File: config.mk
export PLATFORM = sky130hd
export DESIGN_NAME = masked_signature_scanner
export DESIGN_NICKNAME = d
export VERILOG_FILES = /design/src/rtl/core/mss_pkg.sv /design/src/rtl/core/masked_signature_scanner.sv
export SDC_FILE = /design/constraint.sdc
export NUM_CORES = 1
export LEC_CHECK = 0
export ABC_CLOCK_PERIOD_IN_PS = 21700
export BUFFER_PORTS_ARGS = -buffer_cell sky130_fd_sc_hd__buf_2
export CORE_UTILIZATION = 55
export CTS_BUF_LIST = sky130_fd_sc_hd__clkbuf_8
export CTS_CLUSTER_DIAMETER = 80
export DETAILED_ROUTE_END_ITERATION = 7
export GPL_ROUTABILITY_DRIVEN = 0
export PLACE_DENSITY = 0.81
export REMOVE_ABC_BUFFERS = 1
export SETUP_SLACK_MARGIN = 0.02
export SYNTH_ARGS = -nofsm -noshare
export SYNTH_HDL_FRONTEND = slang
export SYNTH_SLANG_ARGS = --single-unit
File: constraint.sdc
create_clock -name clk -period 21.7 [get_ports clk]
set_input_delay 1.085 -clock clk [delete_from_list [all_inputs] [get_ports clk]]
set_output_delay 1.085 -clock clk [all_outputs]
set_load 0.01 [all_outputs]
File: src/rtl/core/mss_pkg.sv
// Package: signature table, sizes and status codes for the signature scanner.
package mss_pkg;

  localparam int SIG_WORDS  = 14;
  localparam int ADDR_BITS  = 48;
  localparam int WORD_BITS  = 32;
  localparam int WIN_DEPTH  = SIG_WORDS - 1;
  localparam int FILL_BITS  = $clog2(WIN_DEPTH + 1);
  localparam int ADDR_BACK  = 4 * WIN_DEPTH;

  typedef enum logic [1:0] {
    STATUS_NONE   = 2'd0,
    STATUS_UNIQUE = 2'd1,
    STATUS_MULTI  = 2'd2
  } match_status_t;

  typedef logic [WORD_BITS-1:0] word_t;
  typedef logic [ADDR_BITS-1:0] addr_t;

  localparam word_t SIG_VALUE [SIG_WORDS] = '{
    32'ha9be7bfd, 32'h910003fd, 32'ha90153f3, 32'haa0003f4,
    32'h9100c013, 32'haa1303e0, 32'h94000000, 32'hb9400a94,
    32'haa1303e0, 32'h94000000, 32'h2a1403e0, 32'ha94153f3,
    32'ha8c27bfd, 32'hd65f03c0
  };

  // branch-and-link words compare the opcode only
  localparam word_t SIG_MASK [SIG_WORDS] = '{
    32'hffffffff, 32'hffffffff, 32'hffffffff, 32'hffffffff,
    32'hffffffff, 32'hffffffff, 32'hfc000000, 32'hffffffff,
    32'hffffffff, 32'hfc000000, 32'hffffffff, 32'hffffffff,
    32'hffffffff, 32'hffffffff
  };

endpackage

File: src/rtl/core/masked_signature_scanner.sv
// Top level: masked multiword signature scanner over an instruction word stream.
//
// Usage:
//   Input channel (in_*): one instruction word per beat with its byte address,
//   a segment-start flag and a scan-end flag. A beat is taken when in_valid
//   is high and in_stall is low.
//   Result channel (out_*): one beat per scan, produced by the scan-end word:
//   status (none, unique, multiple) and the address of the first signature
//   word when the match is unique, zero otherwise.
//   Throughput: one word per cycle while in_stall is low. All masked compares
//   of the window and the incoming word run in parallel, combinationally.
//   Latency: the result is valid the cycle after the scan-end word is taken.
//   Stall: the result register holds while out_stall is high; in_stall rises
//   only when a scan-end word is offered while a result is held and stalled,
//   so other words keep flowing.
//   Reset: rst_n (synchronous, active low) clears fill count, match tally,
//   stored address and the result valid. Window words are not cleared; they
//   are only compared once the fill count shows them written.
module masked_signature_scanner (
  input  logic                     clk,
  input  logic                     rst_n,
  input  logic                     in_valid,
  output logic                     in_stall,
  input  logic [31:0]              in_text_word,
  input  logic [47:0]              in_word_address,
  input  logic                     in_segment_start,
  input  logic                     in_scan_end,
  output logic                     out_valid,
  input  logic                     out_stall,
  output logic [1:0]               out_match_status,
  output logic [47:0]              out_match_address
);
  import mss_pkg::*;

  word_t                window_r [WIN_DEPTH];
  logic [FILL_BITS-1:0] fill_r, fill_nxt, fill_eff;
  logic [1:0]           tally_r, tally_nxt, tally_hit;
  addr_t                found_r, found_nxt, found_hit;
  logic                 out_valid_r, out_valid_nxt;
  logic [1:0]           status_r, status_nxt;
  addr_t                addr_out_r, addr_out_nxt;

  logic                 accept, hit, out_take;
  word_t                cand [SIG_WORDS];
  logic [SIG_WORDS-1:0] pos_ok;

  assign out_take = out_valid_r && !out_stall;
  // only a scan-end word needs the result register
  assign in_stall = out_valid_r && out_stall && in_scan_end;
  assign accept   = in_valid && !in_stall;

  always_comb begin
    for (int k = 0; k < WIN_DEPTH; k++) begin
      cand[k] = window_r[k];
    end
    cand[WIN_DEPTH] = in_text_word;
    for (int k = 0; k < SIG_WORDS; k++) begin
      pos_ok[k] = (cand[k] & SIG_MASK[k]) == SIG_VALUE[k];
    end
  end

  always_comb begin
    fill_eff  = in_segment_start ? '0 : fill_r;
    hit       = (fill_eff >= FILL_BITS'(WIN_DEPTH)) && (&pos_ok);
    tally_hit = tally_r;
    found_hit = found_r;
    if (hit) begin
      if (tally_r == STATUS_NONE) begin
        found_hit = in_word_address - ADDR_BITS'(ADDR_BACK);
      end
      if (tally_r != STATUS_MULTI) begin
        tally_hit = tally_r + 2'd1;
      end
    end

    fill_nxt      = fill_r;
    tally_nxt     = tally_r;
    found_nxt     = found_r;
    out_valid_nxt = out_take ? 1'b0 : out_valid_r;
    status_nxt    = status_r;
    addr_out_nxt  = addr_out_r;

    if (accept) begin
      fill_nxt  = (fill_eff < FILL_BITS'(WIN_DEPTH)) ? fill_eff + 1'b1 : fill_eff;
      tally_nxt = tally_hit;
      found_nxt = found_hit;
      if (in_scan_end) begin
        out_valid_nxt = 1'b1;
        status_nxt    = tally_hit;
        addr_out_nxt  = (tally_hit == STATUS_UNIQUE) ? found_hit : '0;
        fill_nxt      = '0;
        tally_nxt     = STATUS_NONE;
        found_nxt     = '0;
      end
    end
  end

  always_ff @(posedge clk) begin
    if (!rst_n) begin
      fill_r      <= '0;
      tally_r     <= STATUS_NONE;
      found_r     <= '0;
      out_valid_r <= 1'b0;
    end else begin
      fill_r      <= fill_nxt;
      tally_r     <= tally_nxt;
      found_r     <= found_nxt;
      out_valid_r <= out_valid_nxt;
    end
  end

  always_ff @(posedge clk) begin
    status_r   <= status_nxt;
    addr_out_r <= addr_out_nxt;
    if (accept) begin
      for (int k = 0; k < WIN_DEPTH - 1; k++) begin
        window_r[k] <= window_r[k+1];
      end
      window_r[WIN_DEPTH-1] <= in_text_word;
    end
  end

  assign out_valid         = out_valid_r;
  assign out_match_status  = status_r;
  assign out_match_address = addr_out_r;

  a_fill_bound: assert property (@(posedge clk) disable iff (!rst_n)
    fill_r <= FILL_BITS'(WIN_DEPTH))
    else $error("window fill beyond depth");

  a_end_gives_result: assert property (@(posedge clk) disable iff (!rst_n)
    (accept && in_scan_end) |=> out_valid_r)
    else $error("scan end beat produced no result");

  a_status_code: assert property (@(posedge clk) disable iff (!rst_n)
    out_valid_r |-> (status_r != 2'd3))
    else $error("result status out of range");

  a_addr_unique_only: assert property (@(posedge clk) disable iff (!rst_n)
    (out_valid_r && status_r != STATUS_UNIQUE) |-> (addr_out_r == '0))
    else $error("address reported for non-unique result");

  a_cleared_after_end: assert property (@(posedge clk) disable iff (!rst_n)
    (accept && in_scan_end) |=> (fill_r == '0 && tally_r == STATUS_NONE))
    else $error("scan state not cleared after scan end");

endmodule
==> summary.txt, run 1 <==
Finish
  • Design area: 22,390 um2
  • # fillers: 2,427
  • Nets: 1,461
  • Ratio of cells with drive above 1 in the final layout: 0.1805
  • Seq. cell area: 15,090 um2
  • Post-Layout Cell Count: 1,891
  • P&R area growth vs syn: 13.40%
  • Multi-input gate area: 4313 um2

Setup path
  • Startpoint types: register
  • CP required: 22,210 ps
  • CP max-delay cell: nor4b_1
  • Nature of the critical path endpoint: register
  • FF-to-FF path depth: 8
  • Crit path cell chain: nor4b_1, nand4_1, nor4b_1, nand3_1, o31ai_1, and3_1, buf_4, o2bb2ai_1
  • Worst path bufs/invs: 1
  • Setup crit end: found_r[1]
  • Source of the worst register-to-register timing path: window_r[1][106]
  • Worst reg2reg endpoint: found_r[1]
  • Largest stage delay, worst path: 860 ps
  • Critical path arrival: 5120 ps
  • Crit Path Class: reg -> reg
  • Worst R2R Setup Slack: 17,090 ps
  • Most Frequent Cell on Critical Path: nor4b_1
  • Delay-heaviest family, CP: simple AND/OR/NAND/NOR gates
  • Crit path depth: 8
  • CP startpoint: window_r[1][106]
  • Worst-path maximum fanout: 25

Place
  • # port buffers: 137
  • DP Cell Count: 1,748
  • Dpl hpwl: 32,100 um
  • Dpl cell area: 20,950 um2

Synthesis
  • Library cells used by synthesis: 52
  • Syn Inst Count: 1,167
  • FF+latch count, synth: 521
  • Synthesized cell area: 19,750 um2
  • Top FF cell, synth: edfxtp_1
  • Post-synth EDFFs: 466
  • Synth Area per Inst: 16.92 um2
  • Seq/Total Area, Yosys: 0.7644
  • Share of the synthesized area in the top cell type: 0.7087
  • Ys Warns: 0
  • Commonest cells in the netlist: edfxtp_1 (466), inv_1 (57), dfxtp_1 (55), nor4b_1 (53), nand4_1 (49)
  • Area leader, netlist: edfxtp_1
  • Async set-reset flop share out of synthesis: 0
  • Most common cell in the netlist: edfxtp_1
  • Top cells by area, synth: edfxtp_1 (71%), dfxtp_1 (5.6%), nor4b_1 (2.4%), nor4bb_1 (2.1%), a22o_1 (2.1%)

Floorplanning
  • Starting Density: 0.5565
  • Die X: 191.5 um
  • Area of the die: 36,660 um2
  • Core Area: 35,480 um2
  • Row Count: 69
  • Die H: 191.5 um
  • I/O Pins: 138

Min path
  • Worst min path class: reg -> reg

Global route
  • Number of global-route vias before repair: 11,509
  • GRT overflow: 0
  • First-pass GRT wire length: 67,020 um
  • Largest net degree at the start of global routing: 218
  • Total global-route track usage: 0.2500
  • Initial antenna violation count: 0

Timing
  • Worst Skew: 37.31 ps
  • Worst slew pin tran: 1115 ps
  • Worst slew margin: 0.2564
  • F_max: 216.9 MHz
  • Final hold viol count: 0
  • Tmin final: 4611 ps
  • RSZ-0062 raised after global routing: false
  • Post-route clock period utilization: 0.2125
  • Setup TNS: 0 ps
  • # setup viols final: 0
  • Final Hold Slack: 410.0 ps
  • Final Slew Violations: 0

Routing
  • DRC: 0
  • Routed WL per cell: 23.94 um
  • Initial DRC count: 1,331
  • ANT nets after route: 0
  • Vias: 11,876
  • Total Wirelength: 45,260 um
  • First-pass detailed-route iteration total: 6
  • Via/cell ratio: 6.280

Clocking
  • Postcts setup bufs: 0
  • Resized cells post-CTS: 0
  • Worst-Skew Late Latency: 640 ps
  • Root Buffer: clkbuf_8
  • CTS tree: built
  • CTS Buf Count: 80
  • H-Tree Depth: 3
  • CTS Buffer Depth: 3
  • CTS sink cnt: 521
  • CTS Hold Bufs: 0
  • Clock-pin slew on the worst setup and hold paths: 60 ps

Status
  • Status: completed

Flow run
  • Max Cap Violations: 0

Pwr
  • Pwr dens: 89.79 nW/um2
  • Leakage: 0.007534 uW
  • Power, Total: 2011 uW
  • Peak supply drop: 0.00006900 V
[sequential cells by signal (all words and copies together) (netlist names)]
register,cells
out_match_address,48
tally_r,2
out_match_status,2
fill_r,4
found_r,48
window_r,416
out_valid,1
[routing by layer]
layer / vias up / part of all wire / global-route usage
met5: - / 0 / 0
met4: 0 / 0.035 / 0.1157
met3: 101 / 0.10 / 0.05177
met2: 732 / 0.48 / 0.4034
met1: 5816 / 0.38 / 0.3268
li1: 5227 / - / -
[worst register-to-register path, stage by stage (launching register included)]
cell and delay (ps):
edfxtp_1 440, nor4b_1 770, nand4_1 160, nor4b_1 860, nand3_1 240, o31ai_1 580, and3_1 860, buf_4 430
o2bb2ai_1 140
[stage by stage]
stage | util | setup slack (ps)
5_1_grt | 0.6310 | 16940
4_1_cts | 0.6310 | 17180
6_report | 0.6311 | 17090
3_3_place_gp | 0.5904 | 17100
2_1_floorplan | - | 9790
3_5_place_dp | 0.5904 | 16930
[area by class of cell]
class / count / area share
multi-input combinational: 566 / 0.1926
tap: 461 / 0.02576
clock inverter: 58 / 0.01274
clock buffer: 84 / 0.05163
timing repair buffer: 143 / 0.03319
antenna: 1 / 0.0001118
inverter: 57 / 0.009890
sequential: 521 / 0.6741
[where the power goes]
group	total [uW]	internal [uW]	switching, uW
Clock	743	372	371
Sequential	1200	1160	44.7
Combinational	66.4	22.8	43.6
Total	2010	1550	459
[cell families (layout without fill, tap and decap cells)]
group,Yosys count,in the layout,synth area share
AO/OA/AOI/OAI,126,126,0.05272
multiplexers,1,1,0.0006968
AND/OR/NAND/NOR,394,394,0.1435
other,0,1,0
flip-flops,521,521,0.7644
adder cells (fa/ha/maj),6,6,0.003802
XOR/XNOR,39,39,0.01730
buffers and inverters,80,342,0.01762
[placed cells by master (no fill, tap or decap), types with 11 or more instances in the layout]
cell,netlist,final
nand2_1,32,32
nor4bb_1,42,42
and4b_1,15,15
or3_1,13,13
a22o_1,48,48
clkbuf_8,0,84
nand4b_1,22,22
nand3_1,11,11
nor2_1,24,24
nor4b_1,53,53
o2bb2ai_1,43,43
dfxtp_1,55,55
xnor2_1,15,15
inv_1,57,81
nand4_1,49,49
xor2_1,24,24
nor4_1,43,43
or4_1,13,13
buf_2,14,137
clkinv_1,0,17
nor3_1,22,22
edfxtp_1,466,466
[how the worst min path moves through the flow]
stage                          from              end  slack [ps]  cells past startpoint
floorplan           window_r[1][64]  window_r[1][32]         400                      0
global placement    window_r[1][86]  window_r[1][54]         400                      0
detailed placement  window_r[1][79]  window_r[1][47]         400                      0
CTS                 window_r[1][66]  window_r[1][34]         410                      0
global route        window_r[1][81]  window_r[1][49]         420                      0
finish              window_r[2][45]  window_r[2][13]         410                      0
Note: power is estimated with default switching activity, not from simulation.
==> inputs of run 2 (changes only) <==
- ABC_AREA: unset -> 1
- ABC_CLOCK_PERIOD_IN_PS: 21700 -> 3700
- PLACE_DENSITY: 0.81 -> 0.83
- clock period: 21.7 -> 3.7 ns (I/O delays scaled with it)
==> run 2 against run 1 <==
Synthesized area grew 12%. Setup slack lost 16000 ps. Critical path type unchanged. Critical path depth grew 5. Critical endpoint is now out_match_address[43].
==> summary.txt, run 2 <==
Pwr
  • Clock share of power: 0.372
  • Flop pwr share: 0.578
  • Leakage: 0.009968 uW
  • Pwr dens: 475.8 nW/um2
  • Peak supply drop: 0.0004331 V
  • Power, Total: 12,050 uW
  • Sw frac: 0.2290
  • Cell Int Power: 9295 uW
  • Net Sw Power: 2760 uW
  • Logic pwr share: 0.049

Timing
  • Final Hold Slack: 64.48 ps
  • Worst slew margin: 0.2243
  • Final Slew Violations: 0
  • Worst slew pin tran: 1163 ps
  • F_max: 345.6 MHz
  • Worst Skew: 35.43 ps
  • Post-route clock period utilization: 0.7821
  • Tmin final: 2894 ps
  • RSZ-0062 raised after global routing: false
  • # setup viols final: 0
  • Final hold viol count: 0

Setup path
  • Most Frequent Cell on Critical Path: nand2_1
  • CP max-delay cell: buf_4
  • Startpoint types: register
  • Crit path cell chain: inv_1, nand4_1, nor2_1, nand2_1, nor2_1, nand2_1, nor2_2, buf_4, nand3_1, nand2_1, nand2_1, buf_4, a21oi_1
  • Worst-path maximum fanout: 42
  • Nature of the critical path endpoint: register
  • Worst path bufs/invs: 3
  • Critical path arrival: 3360 ps
  • Delay-heaviest family, CP: simple AND/OR/NAND/NOR gates
  • Largest stage delay, worst path: 460 ps
  • Crit Path Class: reg -> reg
  • CP required: 4170 ps

Floorplanning
  • Core Area: 39,730 um2
  • I/O Pins: 138
  • Area of the die: 41,110 um2
  • Row Count: 73
  • Starting Density: 0.5579
  • Die H: 202.8 um
  • Die X: 202.8 um

Clocking
  • CTS sink cnt: 521
  • Resized cells post-CTS: 0
  • CTS Buffer Depth: 3
  • CTS Buf Count: 80
  • H-Tree Depth: 3
  • CTS tree: built
  • Root Buffer: clkbuf_8
  • Worst-Skew Late Latency: 630 ps
  • Clock-pin slew on the worst setup and hold paths: 60 ps

Finish
  • Nets: 2,533
  • Post-Layout Cell Count: 3,029
  • ANT cells: 0
  • Largest Register: window_r
  • Design area: 25,340 um2
  • Most frequent cells in the layout: nand2_1 (655), edfxtp_1 (466), nor2_1 (422)
  • P&R area growth vs syn: 14.30%
  • Fin util: 0.6377
  • Ratio of cells with drive above 1 in the final layout: 0.1110
  • # fillers: 2,879
  • Commonest non-fill, non-tap cell in the layout: nand2_1
  • Number of flip-flops in the largest register: 416

Synthesis
  • Commonest cells in the netlist: nand2_1 (655), edfxtp_1 (466), nor2_1 (423), inv_1 (274), a21oi_1 (78)
  • Synthesized cell area: 22,170 um2
  • Most common cell in the netlist: nand2_1
  • Seq/Total Area, Yosys: 0.6809
  • Async set-reset flop share out of synthesis: 0
  • Library cells used by synthesis: 27
  • Syn Inst Count: 2,211
  • Synth Area per Inst: 10.03 um2
  • Top cells by area, synth: edfxtp_1 (63%), nand2_1 (11%), nor2_1 (7.2%), dfxtp_1 (5.0%), inv_1 (4.6%)
  • Top FF cell, synth: edfxtp_1
  • Area leader, netlist: edfxtp_1
  • FF+latch count, synth: 521
  • Post-synth EDFFs: 466
  • Share of the synthesized area in the top cell type: 0.6313
  • Ys Warns: 0

Status
  • Status: completed

Global route
  • Largest net degree at the start of global routing: 223
  • Met1 usage: 0.2618
  • Routing usage on met3: 0.04222
  • GRT overflow: 0
  • First-pass GRT wire length: 74,460 um
  • Total global-route track usage: 0.2296
  • Number of global-route vias before repair: 15,741
  • Initial antenna violation count: 0
  • Most Crowded Layer GR: met2
  • Met2 usage: 0.4031

Routing
  • DRC: 0
  • First-pass detailed-route iteration total: 6
  • Initial DRC count: 1,562
  • Routed WL per cell: 15.23 um
  • ANT nets after route: 0
  • Total Wirelength: 46,130 um
  • Via/cell ratio: 5.221
  • Vias: 15,815

Place
  • # port buffers: 137
  • Dpl hpwl: 31,180 um
  • Dpl cell area: 23,480 um2
  • DP Cell Count: 2,848

Min path
  • Worst min path class: in -> reg

Flow run
  • Max Cap Violations: 0
## run 2: changes by cell type after synthesis, sizes merged, moves of 16 or more
cell,delta
nor4b,-53
nor2,+406
nand3,+56
a22o,-48
clkbuf,+20
o2bb2ai,-43
or4,-16
inv,+219
nand4b,-22
nor4,-46
nand4,+26
nor4bb,-42
a21oi,+81
nand2,+623
## run 2: final timing paths
check                                         start  slack [ps]  cells past startpoint               endpoint
worst max-delay path                window_r[2][94]         810                     13  out_match_address[43]
worst min-delay path            in_word_address[28]          60                      6            found_r[28]
worst max register to register      window_r[2][94]         810                     13  out_match_address[43]
worst min register to register      window_r[1][68]         410                      0        window_r[1][36]
## run 2: layer usage
metal / vias up / wire length [um]
li1: 7676 / -
met1: 7290 / 17390
met2: 655 / 23330
met3: 194 / 2880
met4: 0 / 2532
met5: - / 0
## run 2: power groups by stage
stage                     registers, uW  logic (uW)  clock network, uW
after floorplan                    7090         325                  0
after global placement             7070         523                  0
after detailed placement           7090         550                  0
after CTS                          6970         583               4540
after global routing               7000         662               4810
final                              6970         595               4490
## run 2: logic make-up after synthesis
family,Yosys count,share of synthesized area
AOI/OAI and AO/OA,95,0.02342
adders and majority gates,6,0.003386
xor gates and xnor gates,29,0.01146
buffers and inverters,315,0.05475
DFF,521,0.6809
and+or+nand+nor,1245,0.2261
## run 2: final cells by class
class                   count  area, um2  area share
inverters                 276       1044     0.04118
multi-input cells        1375       5878      0.2320
flip-flops and latches    521      15090      0.5957
repair buffers            187       1164     0.04592
clock inverters            57      290.3     0.01146
well taps                 525      656.9     0.02592
clock buffers              88       1211     0.04780
## run 2: worst register-to-register path: cells and delay by family (launching register included)
family | cells | cell delay [ps]
AOI/OAI and AO/OA | 1 | 180
buffers and inverters | 3 | 830
DFF | 1 | 400
and+or+nand+nor | 9 | 1330
## run 2: timing repair
item / 4_1_cts / 5_1_grt
setup endpoints to repair: 0 / 0
setup buffers: 0 / 0
hold buffers: 36 / 0
hold endpoints to repair: 36 / 0
## run 2: metrics by stage
step                      setup slack [ps]   TNS, ps
after detailed placement             877.6         0
after global routing                 547.0         0
final                                806.2         0
after global placement                1029         0
after CTS                            860.0         0
after floorplan                     -11130  -5028080
